[src/rtl/core/mfd_pkg.sv]
`timescale 1ns / 1ps

package mfd_pkg;

  // Default depth of the queue between front and back
  localparam int unsigned QueueDepth = 2;

  // Shortest frame that carries a full feedback record
  localparam logic [3:0] MIN_FRAME_BYTES = 4'd7;

  // Encoder jump beyond which a wrap-around is assumed
  localparam logic signed [16:0] WRAP_POS = 17'sd4096;
  localparam logic signed [16:0] WRAP_NEG = -17'sd4096;

  // Unity filter weight, Q1.16
  localparam logic [16:0] Q16_ONE = 17'h10000;

  localparam logic signed [15:0] TURNS_MAX = 16'sh7fff;
  localparam logic signed [15:0] TURNS_MIN = -16'sh8000;

  localparam int CfgIndexW = 2;
  localparam int CfgDataW  = 17;

  typedef enum logic [CfgIndexW-1:0] {
    CFG_ANGLE_SCALE     = 2'd0,
    CFG_SPEED_SMOOTH    = 2'd1,
    CFG_CURRENT_SMOOTH  = 2'd2
  } mfd_cfg_index_t;

  typedef struct packed {
    logic [15:0] angle_scale;
    logic [16:0] speed_weight;
    logic [16:0] current_weight;
  } mfd_cfg_t;

  // One classified frame, as handed from front to back
  typedef struct packed {
    logic [15:0]        encoder;
    logic [31:0]        angle_single;
    logic signed [26:0] speed_sample;   // rpm * 1536, deg/s Q8
    logic signed [15:0] current;
    logic [7:0]         temperature;
  } mfd_item_t;

endpackage

[src/rtl/core/mfd_front.sv]
`timescale 1ns / 1ps

module mfd_front import mfd_pkg::*; (
  input  logic               in_valid,
  input  logic [3:0]         in_frame_length,
  input  logic [15:0]        in_encoder_count,
  input  logic signed [15:0] in_speed_rpm,
  input  logic signed [15:0] in_current_raw,
  input  logic [7:0]         in_temperature,
  input  logic [15:0]        angle_scale,
  input  logic               q_full,
  output logic               in_stall,
  output logic               push,
  output mfd_item_t          item
);

  logic signed [26:0] rpm_ext;

  assign in_stall = q_full;

  // Short frames are taken and dropped here
  assign push = in_valid && !q_full && (in_frame_length >= MIN_FRAME_BYTES);

  // rpm * 6 * 256 = rpm * (1024 + 512)
  assign rpm_ext = 27'(in_speed_rpm);

  always_comb begin
    item.encoder      = in_encoder_count;
    item.angle_single = 32'(in_encoder_count) * 32'(angle_scale);
    item.speed_sample = (rpm_ext <<< 10) + (rpm_ext <<< 9);
    item.current      = in_current_raw;
    item.temperature  = in_temperature;
  end

endmodule

[config.mk]
export PLATFORM = sky130hd
export DESIGN_NAME = mfd_front
export DESIGN_NICKNAME = d
export VERILOG_FILES = /design/src/rtl/core/mfd_pkg.sv /design/src/rtl/core/mfd_front.sv
export SDC_FILE = /design/constraint.sdc
export NUM_CORES = 1
export LEC_CHECK = 0
export BUFFER_PORTS_ARGS = -buffer_cell sky130_fd_sc_hd__buf_2
export CAP_MARGIN = 20
export CORE_MARGIN = 2
export CORE_UTILIZATION = 39
export DETAILED_ROUTE_END_ITERATION = 12
export PLACE_DENSITY_LB_ADDON = 0.25
export SLEW_MARGIN = 10
export SYNTH_ARGS = -nofsm -noshare
export SYNTH_HDL_FRONTEND = slang
export SYNTH_SLANG_ARGS = --single-unit
[constraint.sdc]
create_clock -name vclk -period 5.85
set_input_delay 0.2925 -clock vclk [all_inputs]
set_output_delay 0.2925 -clock vclk [all_outputs]
set_load 0.005 [all_outputs]
---- Yosys cells after proc, flatten, opt, wreduce, memory -nomap -nowiden ----
Cells that the tools add are included.
W data, S select, Z words.
operators by class
  add/subtract/negate cells ............... 1
  multipliers ............................. 1
  divide/modulo/power cells ............... 0
  $lt $le $gt $ge ......................... 1
  equality and inequality tests ........... 0
  shifts and indexed selects .............. 0
  muxes and demuxes ....................... 0
  bitwise operators ....................... 0
  reduce and logical (&&, ||, !) cells .... 3
operator list
  operator              number
  $mul A16 B16 Y32      1
  $add A26 B25 Y27      1
  $ge A4 B3 Y1 const B  1
  $logic_and A1 B1 Y1   2
  $logic_not A1 Y1      1
storage, ports and cells
  flip-flop bits (word level) ............. 0
  latch bits .............................. 0
  bits in writable memories ............... 0
  memory bits (read-only) ................. 0
  logic and storage cells ................. 6
  memories kept ........................... 0

---- Logic depth before layout (Yosys ltp) ----
Gate-level depths: netlist (run 1).
  depth after elaboration ................. 3
  mapped depth ............................ 23
  depth with buffers taken out ............ 21

---- Least setup slack after synthesis (run 1) ----
Ideal clock, no wire load.
  kind .................................... input to output
  start point ............................. input port in_encoder_count[7]
  end point ............................... output port item[80] (netlist bit)
  arrival ................................. 5.522 ns
  setup slack ............................. 0.036 ns
  cell stages on the path ................. 22
  buffers on the path ..................... 1
  cell sequence ........................... clkbuf_1 > nand2_1 > fa_1 > inv_1 > fa_1 > inv_1 > fa_1 > inv_1 > fa_1 > fa_1 > inv_1 > fa_1 > inv_1 > ha_1 > nand2_2 > o21ai_2 > a31o_2 > a31oi_4 > o31a_4 > o31ai_1 > a21oi_1 > xnor2_1
RTL lines
  element          RTL line         RTL
  start, declared  mfd_front.sv:6   input logic [15:0] in_encoder_count,
  end, declared    mfd_front.sv:14  output mfd_item_t item

==> qor.yml, run 1 <==
route:
  drt_iter0_drc: 344
  wl_per_cell_um: 14.7
  drc: 0
  via_per_inst: 4.78
  routed_wl_um: 23800
  dr.pass1.iters: 5
  antenna_left: 0
  vias: 7755
cells_and_area:
  final-seq-area_um2: 0
  fillers: 2391
  multi_input_area_um2: 8630
  nets: 1690
  nClkBuffers: 0
  postLayoutCellArea_um2: 11700
  drive_above_1_share_pct: 27.1
  syn2layout_area_growth_pct: 22.2
  n_sequential_cell: 0
timing:
  fmax_mhz: 170
  fin_setup_tns_ns: -0.0676
  min_period_over_period_pct: 101
  grt_setup_unrepaired: "yes"
  hold_viol: 0
  fin_ws_ns: -0.0349
  period_minus_slack_ns: 5.88
  slew_violations: 0
  setup_viol: 3
critical_path:
  slowest_delay_ns: 0.55
  cp_data_required_time_ns: 5.56
  critPathArrivalTime_ns: 5.59
  crit_path_end_kind: "output pin"
  start_kind: "input port"
  crit_slowest_cell: "fa_1"
  path_class: "in2out"
  path_common_cell: "fa_1"
  path_cells: "buf_12, and2_4, fa_1, inv_1, fa_1, fa_1, inv_2, fa_1, fa_1, inv_2, fa_1, inv_2, ha_4, and2_4, a32o_2, nor2_4, buf_4, o21ai_4, a41o_1, a221oi_2, xnor2_1, buf_2"
  worstPathMaxFanout: 4
clock_network:
  cts_hold_buf: 0
flow_run:
  drv_cap: 0
die:
  ioPinCount: 179
  start_util_pct: 39.6
  rows: 57
  die_h_um: 161
  die_w_um: 161
  die_area_um2: 25900
  fp.coreArea_um2: 24200
placed_design:
  globalplace.congestion: 0.825
  pre_cts_slack_ns: -0.235
  place_area_um2: 11000
  port_buffers: 122
  hpwl_um: 21200
synth:
  synth_cells: 1125
  yosys_warnings: 0
  synth_top_cell_by_area: "fa_1"
  synthDominantCellAreaShare_pct: 40.6
  synth.distinct_cells: 50
  synth_area_leaders: "fa_1, ha_1, inv_1"
  syn_avg_cell_area_um2: 8.54
  syn-cell-area_um2: 9610
  ys_seq_area_share_pct: 0
grt:
  antenna_found_initial: 0
  gr-total-overflow: 0
  grt_pass1_wl_um: 40600
  grt_usage_pct: 18.9
  grt_pass1_vias: 7991
  grt_max_degree: 17
run_status:
  violations: "setup timing"
  status: "finished, violations left"
worst_hold_path:
  hold_start: "in_current_raw[6]"
  hold_depth: 0
  holdPathEnd: "item[14]"
  hold_path.class: "in2out"
[cell usage in the layout, fill, tap and decap left out, types with 6 or more instances in the layout]
| master | netlist | layout |
|---|---|---|
| a31oi_1 | 7 | 6 |
| xnor2_1 | 25 | 21 |
| buf_4 | 52 | 113 |
| ha_4 | 0 | 10 |
| and2_4 | 0 | 11 |
| xor2_1 | 12 | 11 |
| o21a_1 | 7 | 7 |
| o21ai_0 | 18 | 14 |
| nor2_1 | 14 | 10 |
| buf_12 | 0 | 6 |
| buf_2 | 0 | 105 |
| nand2_1 | 159 | 157 |
| buf_6 | 0 | 22 |
| fa_2 | 0 | 9 |
| conb_1 | 1 | 9 |
| ha_1 | 119 | 107 |
| a21o_1 | 16 | 16 |
| nand3_1 | 9 | 8 |
| o21bai_1 | 7 | 7 |
| fa_1 | 195 | 186 |
| inv_2 | 0 | 13 |
| a21oi_2 | 3 | 11 |
| and2_1 | 114 | 104 |
| inv_1 | 238 | 225 |
| a21oi_1 | 36 | 27 |
[cell usage after synthesis, types with 3 or more instances]
| cell type | number |
|---|---|
| xor2_1 | 12 |
| o21bai_1 | 7 |
| ha_1 | 119 |
| o31ai_1 | 4 |
| a21o_1 | 16 |
| a31oi_1 | 7 |
| xnor2_1 | 25 |
| nand3_1 | 9 |
| inv_1 | 238 |
| nor2_1 | 14 |
| buf_4 | 52 |
| a21oi_2 | 3 |
| fa_1 | 195 |
| o21a_1 | 7 |
| nand4_1 | 5 |
| and3_1 | 3 |
| a211oi_1 | 6 |
| nand2_1 | 159 |
| a21oi_1 | 36 |
| nor3_1 | 3 |
| o21ai_0 | 18 |
| clkbuf_1 | 38 |
| and2_1 | 114 |
| nand2b_1 | 3 |
[cell families after synthesis]
family,Yosys count,share of synthesized area [%]
compound gates,126,9.39
xor+xnor,37,3.37
fa+ha+maj,314,56.1
buf+inv,328,14.8
other cells,1,0.0390
simple gates,319,16.2
[routing by layer]
| layer | track usage, % | share of wire, % | up-vias |
|---|---|---|---|
| met5 | 0 | 0 | - |
| met4 | 1.06 | 0.57 | 0 |
| met3 | 1.60 | 5.7 | 11 |
| met2 | 29.8 | 45 | 198 |
| met1 | 29.7 | 49 | 3836 |
| li1 | - | - | 3710 |
[layout make-up]
type	count	area share (%)
multi-input cells	805	73.5
repair buffers	253	15.4
inverters	238	7.61
well taps	324	3.45
diodes	1	0.0213
[critical path, delay by kind of cell]
kind            cells  cell delay (ns)
fa+ha+maj           7             3.30
compound gates      4             0.82
simple gates        3             0.46
buf+inv             7             0.57
xor+xnor            1             0.15
[worst max path at each step]
stage                     cells after the start                 from  slack (ns)  endpoint
final                                        22  in_encoder_count[8]       -0.03  item[79]
after global routing                         22  in_encoder_count[8]       -0.24  item[77]
after CTS                                    24       angle_scale[6]        -0.1  item[77]
after detailed placement                     22       angle_scale[4]       -0.23  item[79]
after global placement                       22       angle_scale[4]       -0.27  item[79]
after floorplan                              22  in_encoder_count[7]        0.04  item[80]
[metrics by stage]
step,cells,util (%),hold WS (ns)
6_report,1621,48.4,0.585
3_5_place_dp,1606,45.5,0.585
5_1_grt,1620,48.4,0.585
3_3_place_gp,1606,45.5,0.585
4_1_cts,1611,46.7,0.585
2_1_floorplan,1133,-,0.618
[repair_timing]
item	in CTS	in global routing
gates resized for setup	59	96
setup buffers	5	10
pin swaps	36	52
endpoints found under the setup margin	13	15
Power of run 1 is left out: the tool's default activity adds up to more than one toggle a clock period on the data nets, which glitch-free logic cannot reach.
==> run 2: changes to the inputs <==
--- a/config.mk
+++ b/config.mk
@@ -5,6 +5,7 @@
 export SDC_FILE = /design/constraint.sdc
 export NUM_CORES = 1
 export LEC_CHECK = 0
+export ABC_AREA = 1
 export BUFFER_PORTS_ARGS = -buffer_cell sky130_fd_sc_hd__buf_2
 export CAP_MARGIN = 20
 export CORE_MARGIN = 2
==> run 2 against run 1 <==
The run now ends clean. Area after synthesis increased by 10%. Maximum frequency increased by 4.4%. Global-route usage increased by 0.69 points. Sequential cell count unchanged.
==> qor.yml, run 2 <==
run_status:
  status: "complete, no violations"  # was finished, violations left
critical_path:
  crit_family: "adder cells"  # unchanged
  path_class: "in2out"  # unchanged
  startpoint: "angle_scale[9]"  # was in_encoder_count[8]
  worstPathMaxFanout: 16  # was 4
  crit_path_end_kind: "output pin"  # unchanged
  critPathBufInv: 7  # unchanged
  path_cells: "buf_2, nand2_1, fa_1, inv_1, fa_1, inv_1, fa_1, inv_1, fa_1, fa_1, inv_1, fa_1, inv_1, ha_1, nand2_1, nor2_2, nand3_1, nand3_2, nand2_1, nand2_1, nand2_1, nand2_1, buf_2"  # was buf_12, and2_4, fa_1, inv_1, fa_1, fa_1, inv_2, fa_1, fa_1, inv_2, fa_1, inv_2, ha_4, and2_4, a32o_2, nor2_4, buf_4, o21ai_4, a41o_1, a221oi_2, xnor2_1, buf_2
  cp_data_required_time_ns: 5.56  # about the same
  crit_slowest_cell: "fa_1"  # unchanged
  slowest_delay_ns: 0.54  # was 0.55 ns
  start_kind: "input port"  # unchanged
  critPathArrivalTime_ns: 5.35  # was 5.59 ns
timing:
  grt_setup_unrepaired: "no"  # was yes
  fmax_mhz: 177  # was 170 MHz
  slew_violations: 0  # unchanged
  hold_viol: 0  # unchanged
  fin_setup_tns_ns: 0  # was -0.0676 ns
  setup_viol: 0  # was 3
  period_minus_slack_ns: 5.64  # was 5.88 ns
  min_period_over_period_pct: 96.4  # was 101%
cells_and_area:
  drive_above_1_share_pct: 11.0  # was 27.1%
  final_common_cell: "nand2_1"  # was inv_1
  final-seq-area_um2: 0  # unchanged
  diodes: 0  # was 1
  fillers: 2822  # was 2,391
  fin_util_pct: 41.9  # was 48.4%
  postLayoutCellArea_um2: 11200  # was 11,700 µm²
  final_cell_mix: "nand2_1, inv_1, fa_1"  # was inv_1, fa_1, nand2_1
  nClkBuffers: 0  # unchanged
  syn2layout_area_growth_pct: 6.01  # was 22.2%
  n_sequential_cell: 0  # unchanged
  nets: 1981  # was 1,690
route:
  wl_per_cell_um: 13.7  # was 14.7 µm
  drc: 0  # unchanged
  drt_iter0_drc: 388  # was 344
  routed_wl_um: 26400  # was 23,800 µm
  antenna_left: 0  # unchanged
  dr.pass1.iters: 5  # unchanged
  via_per_inst: 4.56  # was 4.78
  vias: 8799  # was 7,755
die:
  start_util_pct: 39.5  # was 39.6%
  rows: 60  # was 57
  fp.coreArea_um2: 26800  # was 24,200 µm²
  ioPinCount: 179  # unchanged
  die_area_um2: 28500  # was 25,900 µm²
  die_h_um: 169  # was 161 µm
  die_w_um: 169  # was 161 µm
grt:
  grt_pass1_wl_um: 45900  # was 40,600 µm
  grt_pass1_vias: 9227  # was 7,991
  antenna_found_initial: 0  # unchanged
  gr-total-overflow: 0  # unchanged
  grt_usage_pct: 19.6  # was 18.9%
  grt_max_degree: 18  # was 17
placed_design:
  port_buffers: 122  # unchanged
  globalplace.congestion: 0.898  # was 0.825
  place_area_um2: 11200  # was 11,000 µm²
  hpwl_um: 23700  # was 21,200 µm
synth:
  synth.distinct_cells: 24  # was 50
  ys_top_cells_by_count: "nand2_1, inv_1, fa_1"  # was inv_1, fa_1, nand2_1
  ys_seq_area_share_pct: 0  # unchanged
  synth_area_leaders: "fa_1, nand2_1, inv_1"  # was fa_1, ha_1, inv_1
  syn_avg_cell_area_um2: 6.83  # was 8.54 µm²
  synthDominantCellAreaShare_pct: 36.8  # was 40.6%
  synth_top_cell_by_area: "fa_1"  # unchanged
  yosysMostFrequentCell: "nand2_1"  # was inv_1
  synth_cells: 1551  # was 1,125
  yosys_warnings: 0  # unchanged
  syn-cell-area_um2: 10600  # was 9610 µm²
worst_hold_path:
  hold_start: "in_current_raw[4]"  # was in_current_raw[6]
  hold_path.class: "in2out"  # unchanged
clock_network:
  cts_hold_buf: 0  # unchanged
  cts_setup_buffers: 0  # was 5
flow_run:
  drv_cap: 0  # unchanged
==> run 2: cell types whose count changed in the layout (fill, tap and decap cells not counted), moves of 22 or more <==
| cell | before | now |
|---|---|---|
| buf_4 | 113 | 24 |
| inv_1 | 225 | 447 |
| and2_1 | 104 | 0 |
| nand2_1 | 157 | 495 |
| buf_6 | 22 | 0 |
| nor2_1 | 10 | 38 |
| nand3_1 | 8 | 40 |
==> run 2: final timing paths <==
| path | end | slack (ns) | depth (start not counted) |
|---|---|---|---|
| max | item[74] | 0.21 | 23 |
| min | item[12] | 0.59 | 0 |
==> run 2: through the flow <==
stage          setup WS (ns)  hold slack, ns  instances
6_report               0.212           0.585       1928
5_1_grt             0.000898           0.585       1928
4_1_cts                0.105           0.585       1928
3_5_place_dp           0.175           0.585       1928
3_3_place_gp           0.164           0.585       1928
2_1_floorplan          0.518           0.616       1559
==> run 2: cell type report <==
cell class | instances | area (µm²) | area share [%]
Tap cell | 341 | 427 | 3.80
Inverter | 447 | 1680 | 14.9
Multi-Input combinational cell | 996 | 8330 | 74.2
Timing Repair Buffer | 144 | 798 | 7.11
==> run 2: metal layers <==
layer | part of all wire [%] | wire length [µm] | GRT usage, % | vias up
met2 | 44 | 11500 | 31.4 | 230
met5 | 0 | 0 | 0 | -
met1 | 51 | 13500 | 30.2 | 4157
li1 | - | - | - | 4388
met3 | 4.4 | 1170 | 1.29 | 24
met4 | 0.81 | 214 | 1.80 | 0
==> run 2: cells by family after synthesis <==
family                   Yosys count  synth area share, %
adder cells (fa/ha/maj)          314                 50.9
AND/OR/NAND/NOR                  607                 23.0
buffers and inverters            563                 21.8
AO/OA/AOI/OAI                     39                 2.07
XOR/XNOR                          27                 2.23
other                              1               0.0354
==> run 2: repair_timing <==
item                                   4_1_cts  5_1_grt
gates resized for setup                      0       15
setup endpoints to repair                    0       16
endpoints found under the hold margin        0        0
Power of run 2 is left out for the same reason.
