## config.mk

```make
export PLATFORM = sky130hd
export DESIGN_NAME = mfd_queue
export DESIGN_NICKNAME = d
export VERILOG_FILES = /design/src/rtl/core/mfd_pkg.sv /design/src/rtl/core/mfd_queue.sv
export SDC_FILE = /design/constraint.sdc
export NUM_CORES = 1
export LEC_CHECK = 0
export BUFFER_PORTS_ARGS = -buffer_cell sky130_fd_sc_hd__buf_2
export CORE_ASPECT_RATIO = 0.6
export CORE_MARGIN = 4
export CORE_UTILIZATION = 45
export CTS_CLUSTER_SIZE = 25
export DETAILED_ROUTE_END_ITERATION = 6
export HOLD_SLACK_MARGIN = 0.08
export PLACE_DENSITY_LB_ADDON = 0.12
export SKIP_LAST_GASP = 1
export SYNTH_ARGS = -nofsm -noshare
export SYNTH_HDL_FRONTEND = slang
export SYNTH_SLANG_ARGS = --single-unit
```

## constraint.sdc

```tcl
create_clock -name clk -period 5.1 [get_ports clk]
set_input_delay 0.51 -clock clk [delete_from_list [all_inputs] [get_ports clk]]
set_output_delay 0.51 -clock clk [all_outputs]
set_load 0.02 [all_outputs]
```

## src/rtl/core/mfd_pkg.sv

```systemverilog
`timescale 1ns / 1ps

package mfd_pkg;

  // Default depth of the queue between front and back
  localparam int unsigned QueueDepth = 2;

  // Shortest frame that carries a full feedback record
  localparam logic [3:0] MIN_FRAME_BYTES = 4'd7;

  // Encoder jump beyond which a wrap-around is assumed
  localparam logic signed [16:0] WRAP_POS = 17'sd4096;
  localparam logic signed [16:0] WRAP_NEG = -17'sd4096;

  // Unity filter weight, Q1.16
  localparam logic [16:0] Q16_ONE = 17'h10000;

  localparam logic signed [15:0] TURNS_MAX = 16'sh7fff;
  localparam logic signed [15:0] TURNS_MIN = -16'sh8000;

  localparam int CfgIndexW = 2;
  localparam int CfgDataW  = 17;

  typedef enum logic [CfgIndexW-1:0] {
    CFG_ANGLE_SCALE     = 2'd0,
    CFG_SPEED_SMOOTH    = 2'd1,
    CFG_CURRENT_SMOOTH  = 2'd2
  } mfd_cfg_index_t;

  typedef struct packed {
    logic [15:0] angle_scale;
    logic [16:0] speed_weight;
    logic [16:0] current_weight;
  } mfd_cfg_t;

  // One classified frame, as handed from front to back
  typedef struct packed {
    logic [15:0]        encoder;
    logic [31:0]        angle_single;
    logic signed [26:0] speed_sample;   // rpm * 1536, deg/s Q8
    logic signed [15:0] current;
    logic [7:0]         temperature;
  } mfd_item_t;

endpackage

```

## src/rtl/core/mfd_queue.sv

```systemverilog
`timescale 1ns / 1ps

module mfd_queue import mfd_pkg::*; #(
  parameter int unsigned DEPTH = QueueDepth
) (
  input  logic      clk,
  input  logic      rst_n,
  input  logic      push,
  input  mfd_item_t push_item,
  input  logic      pop,
  output logic      full,
  output logic      not_empty,
  output mfd_item_t pop_item
);

  localparam int PtrW = (DEPTH > 1) ? $clog2(DEPTH) : 1;
  localparam int CntW = $clog2(DEPTH + 1);

  mfd_item_t        slot_r [DEPTH];
  logic [PtrW-1:0]  wr_ptr_r, wr_ptr_nxt;
  logic [PtrW-1:0]  rd_ptr_r, rd_ptr_nxt;
  logic [CntW-1:0]  count_r, count_nxt;

  assign full      = (count_r == CntW'(DEPTH));
  assign not_empty = (count_r != '0);
  assign pop_item  = slot_r[rd_ptr_r];

  always_comb begin
    wr_ptr_nxt = wr_ptr_r;
    rd_ptr_nxt = rd_ptr_r;
    count_nxt  = count_r;
    if (push) begin
      wr_ptr_nxt = (wr_ptr_r == PtrW'(DEPTH - 1)) ? '0 : wr_ptr_r + 1'b1;
    end
    if (pop) begin
      rd_ptr_nxt = (rd_ptr_r == PtrW'(DEPTH - 1)) ? '0 : rd_ptr_r + 1'b1;
    end
    if (push && !pop) begin
      count_nxt = count_r + 1'b1;
    end else if (pop && !push) begin
      count_nxt = count_r - 1'b1;
    end
  end

  always_ff @(posedge clk) begin
    if (!rst_n) begin
      wr_ptr_r <= '0;
      rd_ptr_r <= '0;
      count_r  <= '0;
    end else begin
      wr_ptr_r <= wr_ptr_nxt;
      rd_ptr_r <= rd_ptr_nxt;
      count_r  <= count_nxt;
    end
  end

  always_ff @(posedge clk) begin
    if (push) begin
      slot_r[wr_ptr_r] <= push_item;
    end
  end

endmodule

```

* Word-level counts from Yosys, hierarchy flattened
Memory sizes are Yosys's and may differ from the RTL's. A register that Yosys moved wholly into a read port is not among the register bits.
Index checks and enable logic that the tools add are counted.
** Cells by class
- Add/subtract/negate cells :: 4
- Equal/unequal tests :: 1
- Mux-type cells :: 8
- Reduce and logical (&&, ||, !) cells :: 6
** Operators by type and width (number)
- 2-to-1 mux 1 bit :: 6
- 2-to-1 mux 2 bit :: 2
- nonzero test 2 bit :: 2
- adder 1 bit, second input constant :: 2
- adder 2 x 1 -> 2 bit, second input constant :: 1
- equality test 2 bit, second input constant :: 1
- logical AND 1 bit :: 2
- logical NOT 1 bit :: 2
- subtractor 2 x 1 -> 2 bit, second input constant :: 1
** Word-level totals
- Bits in registers :: 4
- RAM bits :: 198
- Bits of input ports :: 103
- Output and inout bits :: 101
- Word-level logic and storage cells :: 23
- Memories :: 1
** Memory list
- slot_r :: words 2, bits a word 99, read ports 1, clocked after Yosys merged registers in 1, write ports 1, line mfd_queue.sv:19 : mfd_item_t slot_r [DEPTH];

* Longest topological paths before layout
Gate-level depths: netlist (run 1).
- Word-level depth :: 4
- Gate-level depth with buffers :: 5
- Depth with buffers taken out :: 5

* Worst setup path after synthesis (run 1)
Ideal clock, no wire load.
- Kind :: input to register
- Start point :: input push
- End point :: memory slot_r[0][0] (netlist bit) (enable)
- Setup time :: 0.570 ns
- Arrival time :: 4.850 ns
- Required time :: 4.530 ns
- Setup slack :: -0.320 ns
- Stages on the path :: 1
- Path through :: nor2b_1
** Between the ends
- Word-level cells in the longest chain between the ends :: 2
** Ends and longest elaborated chain
- start, declared :: line mfd_queue.sv:8 : input logic push,
- 2-to-1 mux 1 bit :: line mfd_queue.sv:58 : if (push) begin
- 2-to-1 mux 1 bit (implied by the code) :: line mfd_queue.sv:59 : slot_r[wr_ptr_r] <= push_item;
- end, declared :: line mfd_queue.sv:19
Every way passes these cells.

==> impl_metrics.json, run 1 <==
{
  "fin_crit_ns": 3.13,
  "rows": 35,
  "ys_top_cells_by_area": "edfxtp_1, mux2_2, mux2_4, dfxtp_1, buf_2",
  "layout-drive-gt1-share": 0.595,
  "synth_edf_count": 198,
  "antenna_found_initial": 5,
  "clock_latency_ns": 0.47,
  "min_path_type": "in -> reg",
  "powerDensity_nw_per_um2": 397,
  "cts_resized": 0,
  "fillers": 1221,
  "final_net_count": 651,
  "grt_usage": 0.146,
  "final_cell_area_um2": 9170,
  "outcome": "complete, no violations",
  "cts_num_sinks": 203,
  "synth-async-reset-ratio": 0,
  "cts_buffer_depth": 3,
  "dpl.cell_count": 729,
  "syn_inst": 330,
  "syn-cell-area_um2": 7390,
  "stdcell_count": 763,
  "grt_max_degree": 66,
  "cap_violations": 0,
  "dr.pass1.iters": 4,
  "synth_ff_type": "edfxtp_1",
  "crit_fanout": 65,
  "fin_hold_ws_ns": 0.221,
  "clock_skew_ns": 0.00387,
  "core-area_um2": 15700,
  "setup_viol": 0,
  "ys_ff_latch": 203,
  "fin_total_pwr_w": 0.00364,
  "ir_drop_mv": 0.202,
  "diodes": 0,
  "cts-root-buf": "clkbuf_16",
  "worstPathRequired_ns": 4.59,
  "seq_area_frac_synth": 0.818,
  "yosys-top-cells-count": "edfxtp_1, mux2_2, mux2_4",
  "tightest_slew_ns": 0.918,
  "syn_area_per_cell_um2": 22.4,
  "yosysWarningCount": 0,
  "vias": 3754,
  "routed_wl_um": 14200,
  "yosys.area.top_type": "edfxtp_1",
  "place_area_um2": 8630,
  "grt.overflow.total": 0,
  "syn2layout_area_growth_pct": 24.1,
  "cts_hold_buf": 0,
  "synth_cell_type_count": 17,
  "timing.fmax_mhz": 320,
  "final_max_slew_viol_count": 0,
  "wire_per_inst_um": 18.6,
  "maxSlewHeadroom": 0.388,
  "via_per_inst": 4.92,
  "numCtsBuffers": 19,
  "final-hold-violation-count": 0,
  "crit_type": "reg -> out",
  "grt_pass1_vias": 3884,
  "postCtsSetupBuffers": 0,
  "clkTransAtPathRegs_ns": 0.06,
  "synth_top_area_frac": 0.804,
  "cts_tree": "yes",
  "initialDrtViolationCount": 241,
  "p_leak_nw": 3.45,
  "io_pins": 204,
  "finalCritPeriodShare": 0.613,
  "dieHeight_um": 107,
  "ant_nets": 0,
  "start_kind": "register",
  "dp_hpwl_um": 9490,
  "arrival_ns": 2.62,
  "initial_core_util": 0.470,
  "place.gp.congestion": 0.738,
  "fin_setup_tns_ns": 0,
  "rsz0062_at_grt": "no",
  "end_kind": "primary output",
  "grt_pass1_wl_um": 21200,
  "die_w_um": 173,
  "htree_levels": 1,
  "yosysMostFrequentCell": "edfxtp_1",
  "dieArea_um2": 18600,
  "drc": 0,
  "syn_nets": 434,
  "io_buffers": 203
}
## cell families (layout without fill, tap and decap cells)
group / Yosys count / count (layout) / share of synthesized area
flip-flops: 203 / 203 / 0.818
multiplexers: 99 / 99 / 0.156
buffers and inverters: 12 / 242 / 0.0105
AND/OR/NAND/NOR: 9 / 9 / 0.00762
AO/OA/AOI/OAI: 3 / 3 / 0.00271
XOR/XNOR: 3 / 3 / 0.00356
adder cells (fa/ha/maj): 1 / 1 / 0.00169
## state kept, by name, summed over array words and instances (netlist names), named ones only
register / cells
wr_ptr_r: 1
rd_ptr_r: 1
slot_r: 198
count_r: 2
## final cells by class
type / instances / area (um2) / area share
Timing Repair Buffer: 207 / 1050 / 0.114
Inverter: 1 / 3.75 / 0.000409
Sequential cell: 203 / 6050 / 0.659
Multi-Input combinational cell: 115 / 1280 / 0.139
Clock inverter: 10 / 48.8 / 0.00532
Clock buffer: 24 / 494 / 0.0539
Tap cell: 203 / 254 / 0.0277
## worst paths after layout
kind | from | slack [ns] | depth (start not counted) | to
max | register | 1.97 | 3 | pop_item[26]
min | push_item[41] | 0.22 | 1 | slot_r[0][41]$_DFFE_PP_
max reg2reg | wr_ptr_r$_SDFFE_PN0P_ | 2.99 | 2 | slot_r[1][59]$_DFFE_PP_
min reg2reg | count_r[1]$_SDFFE_PN0P_ | 0.51 | 2 | count_r[1]$_SDFFE_PN0P_
## per-stage QoR
step	util	setup slack (ns)
floorplan	-	1.55
global placement	0.549	2.50
detailed placement	0.549	2.46
CTS	0.584	1.94
global route	0.584	1.81
finish	0.584	1.97
## worst max-delay path: stages, from the launching register on
cell and delay, ns:
dfxtp_4 0.90, buf_4 0.57, mux2_2 0.40, buf_2 0.16
## placed cells by master, fill, tap and decap left out, drive strengths merged
master and count:
buf 207, clkinv 8, xor2 2, o21ai 1, and2 4, or3 1, or2 1, o21a 1
inv 2, edfxtp 198, xnor2 1, a21boi 1, clkinvlp 1, mux2 99, dfxtp 5, nor2b 3
clkbuf 24, ha 1
## power by group
group	switching, W	internal (W)	leakage [nW]
registers	0.0000409	0.00193	1.90
logic	0.000240	0.000179	1.29
clock network	0.000563	0.000688	0.262
total	0.000844	0.00280	3.45
## layer usage
layer	routed length, um	GRT usage	up-vias
met5	54	0	-
met4	175	0.0290	10
met3	1340	0.0586	27
met2	6350	0.225	139
met1	6240	0.201	1834
li1	-	-	1744
Power figures use the tool's default switching activity.
==> run 2, diff against run 1 <==
ABC_AREA = 1   (was not set)
clock period = 3.09 ns   (was 5.1 ns; I/O delays follow)
==> impl_metrics.json, run 2 <==
{
  "outcome": "complete, no violations",
  "via_per_inst": 4.74,
  "layout.cells.most_common": "buf_2",
  "antenna_found_initial": 1,
  "clkTransAtPathRegs_ns": 0.06,
  "ir_drop_mv": 0.351,
  "seq_area_frac_synth": 0.817,
  "crit_type": "reg -> out",
  "syn_area_per_cell_um2": 21.6,
  "setup_viol": 0,
  "yosysMostFrequentCell": "edfxtp_1",
  "tightest_slew_ns": 0.605,
  "grt_pass1_wl_um": 24100,
  "maxSlewHeadroom": 0.597,
  "postCtsSetupBuffers": 0,
  "finish.utilization": 0.655,
  "routed_wl_um": 15700,
  "final_max_slew_viol_count": 0,
  "dr.pass1.iters": 6,
  "largest_reg_flops": 198,
  "syn-cell-area_um2": 7400,
  "ant_nets": 0,
  "cts_hold_buf": 100,
  "wire_per_inst_um": 17.9,
  "io_pins": 204,
  "yosys.area.top_type": "edfxtp_1",
  "yosysWarningCount": 0,
  "r2r.worst_path.cells": 3,
  "fillers": 1144,
  "min_path_type": "in -> reg",
  "final_net_count": 767,
  "cap_violations": 0,
  "worstPathRequired_ns": 2.78,
  "syn_inst": 343,
  "dieHeight_um": 107,
  "initial_core_util": 0.471,
  "crit_fanout": 48,
  "htree_levels": 1,
  "p_leak_nw": 3.96,
  "core-area_um2": 15700,
  "timing.fmax_mhz": 420,
  "fin_setup_tns_ns": 0,
  "final_cell_area_um2": 10300,
  "rsz0062_at_grt": "no",
  "vias": 4161,
  "hold_depth": 3,
  "cts-root-buf": "clkbuf_16",
  "numCtsBuffers": 19,
  "synth_edf_count": 198,
  "clock_skew_ns": 0.00638,
  "top_register": "slot_r",
  "clock_latency_ns": 0.46,
  "grt_pass1_vias": 4535,
  "synth_top_area_frac": 0.804,
  "cts_buffer_depth": 3,
  "io_buffers": 203,
  "place.gp.congestion": 0.717,
  "synth_cell_type_count": 14,
  "final_cell_mix": "buf_2, edfxtp_1, dlygate4sd3_1",
  "grt_max_degree": 49,
  "dp_hpwl_um": 10100,
  "grt_usage": 0.164,
  "final-hold-violation-count": 0,
  "cts_resized": 0,
  "powerDensity_nw_per_um2": 609,
  "synth-async-reset-ratio": 0,
  "die_w_um": 174,
  "seqCellArea_um2": 6050,
  "yosys-top-cells-count": "edfxtp_1, mux2_2, mux2_4",
  "grt.overflow.total": 0,
  "dieArea_um2": 18600,
  "cts_tree": "yes",
  "start_kind": "register",
  "largestRegisters": "slot_r: 198 flops, count_r: 2 flops",
  "drc": 0,
  "synth_ff_type": "edfxtp_1",
  "finalCritPeriodShare": 0.771,
  "place_area_um2": 8690,
  "ys_top_cells_by_area": "edfxtp_1, mux2_2, mux2_4, dfxtp_1, buf_2",
  "layout-drive-gt1-share": 0.497,
  "ys_ff_latch": 203,
  "arrival_ns": 2.07,
  "end_kind": "primary output",
  "rows": 35,
  "multi_input_area_um2": 1260,
  "initialDrtViolationCount": 297,
  "cts_num_sinks": 203,
  "syn_nets": 447,
  "syn2layout_area_growth_pct": 39.1,
  "fin_crit_ns": 2.38
}
==> run 2: area by class of cell <==
class / instances / area share
clock buffer: 23 / 0.0476
timing repair buffer: 310 / 0.203
inverter: 8 / 0.00316
sequential: 203 / 0.588
multi-input combinational: 121 / 0.122
clock inverter: 9 / 0.0111
antenna: 1 / 0.000243
tap: 203 / 0.0247
==> run 2: cells by family after synthesis <==
group	Yosys count	share of synthesized area
buffers and inverters	19	0.0140
muxes	99	0.156
and+or+nand+nor	19	0.0101
AOI/OAI and AO/OA	2	0.00135
adders and majority gates	1	0.00169
DFF	203	0.817
==> run 2: critical path: stages, from the launching register on <==
cell	delay, ns
dfxtp_4	0.65
buf_12	0.32
mux2_2	0.39
buf_2	0.16
==> run 2: final timing paths <==
check                   startpoint                      end  slack, ns
max                       register             pop_item[14]       0.71
min                            pop                 register       0.10
max reg2reg  wr_ptr_r$_SDFFE_PN0P_  slot_r[1][49]$_DFFE_PP_       1.44
min reg2reg  rd_ptr_r$_SDFFE_PN0P_                 register       0.51
==> run 2: stage by stage <==
step / hold WS [ns] / power [W] / cells / setup WS, ns
finish: 0.103 / 0.00627 / 878 / 0.708
global route: 0.114 / 0.00650 / 878 / 0.617
CTS: 0.0890 / 0.00634 / 877 / 0.682
detailed placement: 0.500 / 0.00395 / 745 / 1.19
global placement: 0.478 / 0.00393 / 745 / 1.20
floorplan: 0.408 / 0.00369 / 343 / 0.254
==> run 2: metal layers <==
metal,up-vias,GRT usage,routed length (um)
li1,1975,-,-
met1,2019,0.227,7130
met2,148,0.265,7220
met3,19,0.0484,1190
met4,0,0.0268,207
met5,-,0,0
==> run 2: power by group <==
part / internal [W] / total [W] / switching (W)
clock: 0.00137 / 0.00228 / 0.000904
sequential: 0.00319 / 0.00323 / 0.0000473
combinational: 0.000347 / 0.000757 / 0.000411
==> run 3, diff against run 2 <==
clock period = 2.5 ns   (was 3.09 ns; I/O delays follow)
==> impl_metrics.json, run 3 (synthesis results as in run 2) <==
{
  "pre_cts_slack_ns": 0.955,
  "grt_pass1_wl_um": 24400,
  "worst_slack_ns": 0.446,
  "io_buffers": 203,
  "swShare": 0.226,
  "drc": 0,
  "setup_viol": 0,
  "tightest_slew_ns": 0.626,
  "via_per_inst": 4.84,
  "grt_pass1_vias": 4580,
  "arrival_ns": 1.80,
  "sequentialPowerShare": 0.535,
  "place_area_um2": 8690,
  "worstPathRequired_ns": 2.25,
  "maxSlewHeadroom": 0.583,
  "numCtsBuffers": 19,
  "vias": 4247,
  "wire_per_inst_um": 17.9,
  "grt_usage": 0.165,
  "crit_buf_inv": 2,
  "start_kind": "register",
  "clock_skew_ns": 0.0131,
  "cts_hold_buf": 102,
  "end_kind": "primary output",
  "clock_latency_ns": 0.47,
  "dieHeight_um": 107,
  "cap_violations": 0,
  "fin_setup_tns_ns": 0,
  "cts-root-buf": "clkbuf_16",
  "crit_fanout": 69,
  "final-hold-violation-count": 0,
  "crit_family": "buffers and inverters",
  "path_cells": "buf_12 -> mux2_2 -> buf_2",
  "dp_hpwl_um": 9620,
  "rows": 35,
  "powerDensity_nw_per_um2": 727,
  "cts_resized": 0,
  "cts_buffer_depth": 3,
  "fin_hold_ws_ns": 0.203,
  "min_path_type": "in -> reg",
  "p_int_w": 0.00576,
  "final_cell_area_um2": 10200,
  "finalCritPeriodShare": 0.822,
  "pwr-share-clk": 0.336,
  "grt.overflow.total": 0,
  "initial_core_util": 0.471,
  "final_max_slew_viol_count": 0,
  "cts_num_sinks": 203,
  "die_w_um": 174,
  "top_register": "slot_r",
  "timing.fmax_mhz": 487,
  "final_net_count": 769,
  "grt_max_degree": 70,
  "regToRegSetupSlack_ns": 1.10,
  "crit_type": "reg -> out",
  "rsz0062_at_grt": "no",
  "combPwrFrac": 0.128,
  "fin_crit_ns": 2.05,
  "largestRegisters": "slot_r: 198 flops, count_r: 2 flops",
  "htree_levels": 1,
  "initialDrtViolationCount": 225,
  "p_leak_nw": 3.93,
  "dieArea_um2": 18600,
  "io_pins": 204,
  "syn2layout_area_growth_pct": 38.3,
  "antenna_found_initial": 0,
  "routed_wl_um": 15700,
  "final_cell_mix": "buf_2, edfxtp_1, dlygate4sd3_1",
  "cts_tree": "yes",
  "ant_nets": 0,
  "layout.cells.most_common": "buf_2",
  "diodes": 0,
  "slowest_delay_ns": 0.42,
  "outcome": "complete, no violations",
  "core-area_um2": 15700,
  "layout-drive-gt1-share": 0.497,
  "crit_slowest_cell": "mux2_2",
  "switchingPower_w": 0.00168,
  "place.gp.congestion": 0.711,
  "postCtsSetupBuffers": 0,
  "largest_reg_flops": 198,
  "clkTransAtPathRegs_ns": 0.06,
  "ir_drop_mv": 0.447,
  "dr.pass1.iters": 4
}
run 3: cell types whose count changed in the layout (fill, tap and decap cells not counted), sizes merged:
cell	previous run	this run
clkinvlp	0	1
bufinv	3	0
diode	1	0
clkbuf	23	24
dlygate4sd3	100	102
inv	8	7
run 3: layer usage:
metal / vias up / global-route usage / wire [um]
met5: - / 0 / 0
met4: 0 / 0.0387 / 285
met3: 28 / 0.0498 / 1220
met2: 163 / 0.270 / 7220
met1: 2075 / 0.220 / 6940
li1: 1981 / - / -
run 3: stage by stage:
stage | cells | total power (W) | utilization
global placement | 745 | 0.00485 | 0.553
floorplan | 343 | 0.00456 | -
CTS | 877 | 0.00752 | 0.651
detailed placement | 745 | 0.00488 | 0.553
global route | 877 | 0.00772 | 0.651
finish | 877 | 0.00743 | 0.651
run 3: worst paths after layout:
check / endpoint / cells after the start / start
worst max-delay path: pop_item[1] / 3 / register
worst min-delay path: count_r[0]$_SDFFE_PN0P_ / 3 / push
worst max register to register: slot_r[0][72]$_DFFE_PP_ / 2 / wr_ptr_r$_SDFFE_PN0P_
worst min register to register: register / 2 / rd_ptr_r$_SDFFE_PN0P_
run 3: cell type report:
| class | count | area, um2 |
|---|---|---|
| Sequential cell | 203 | 6050 |
| Fill cell | 1120 | 5490 |
| Timing Repair Buffer | 312 | 2110 |
| Multi-Input combinational cell | 121 | 1260 |
| Clock buffer | 24 | 494 |
| Tap cell | 203 | 254 |
| Inverter | 8 | 33.8 |
| Clock inverter | 6 | 27.5 |
run 3: worst register-to-register path: stages (launching register included):
cell and delay [ns]:
dfxtp_1 0.34, nor2_4 0.13, buf_4 0.52
run 3: power groups by stage:
stage	Combinational, W	Clock, W	Sequential (W)
final	0.000953	0.00250	0.00398
after global placement	0.000811	0	0.00404
after global routing	0.00102	0.00271	0.00399
after floorplan	0.000511	0	0.00404
after detailed placement	0.000828	0	0.00405
after CTS	0.000961	0.00257	0.00398
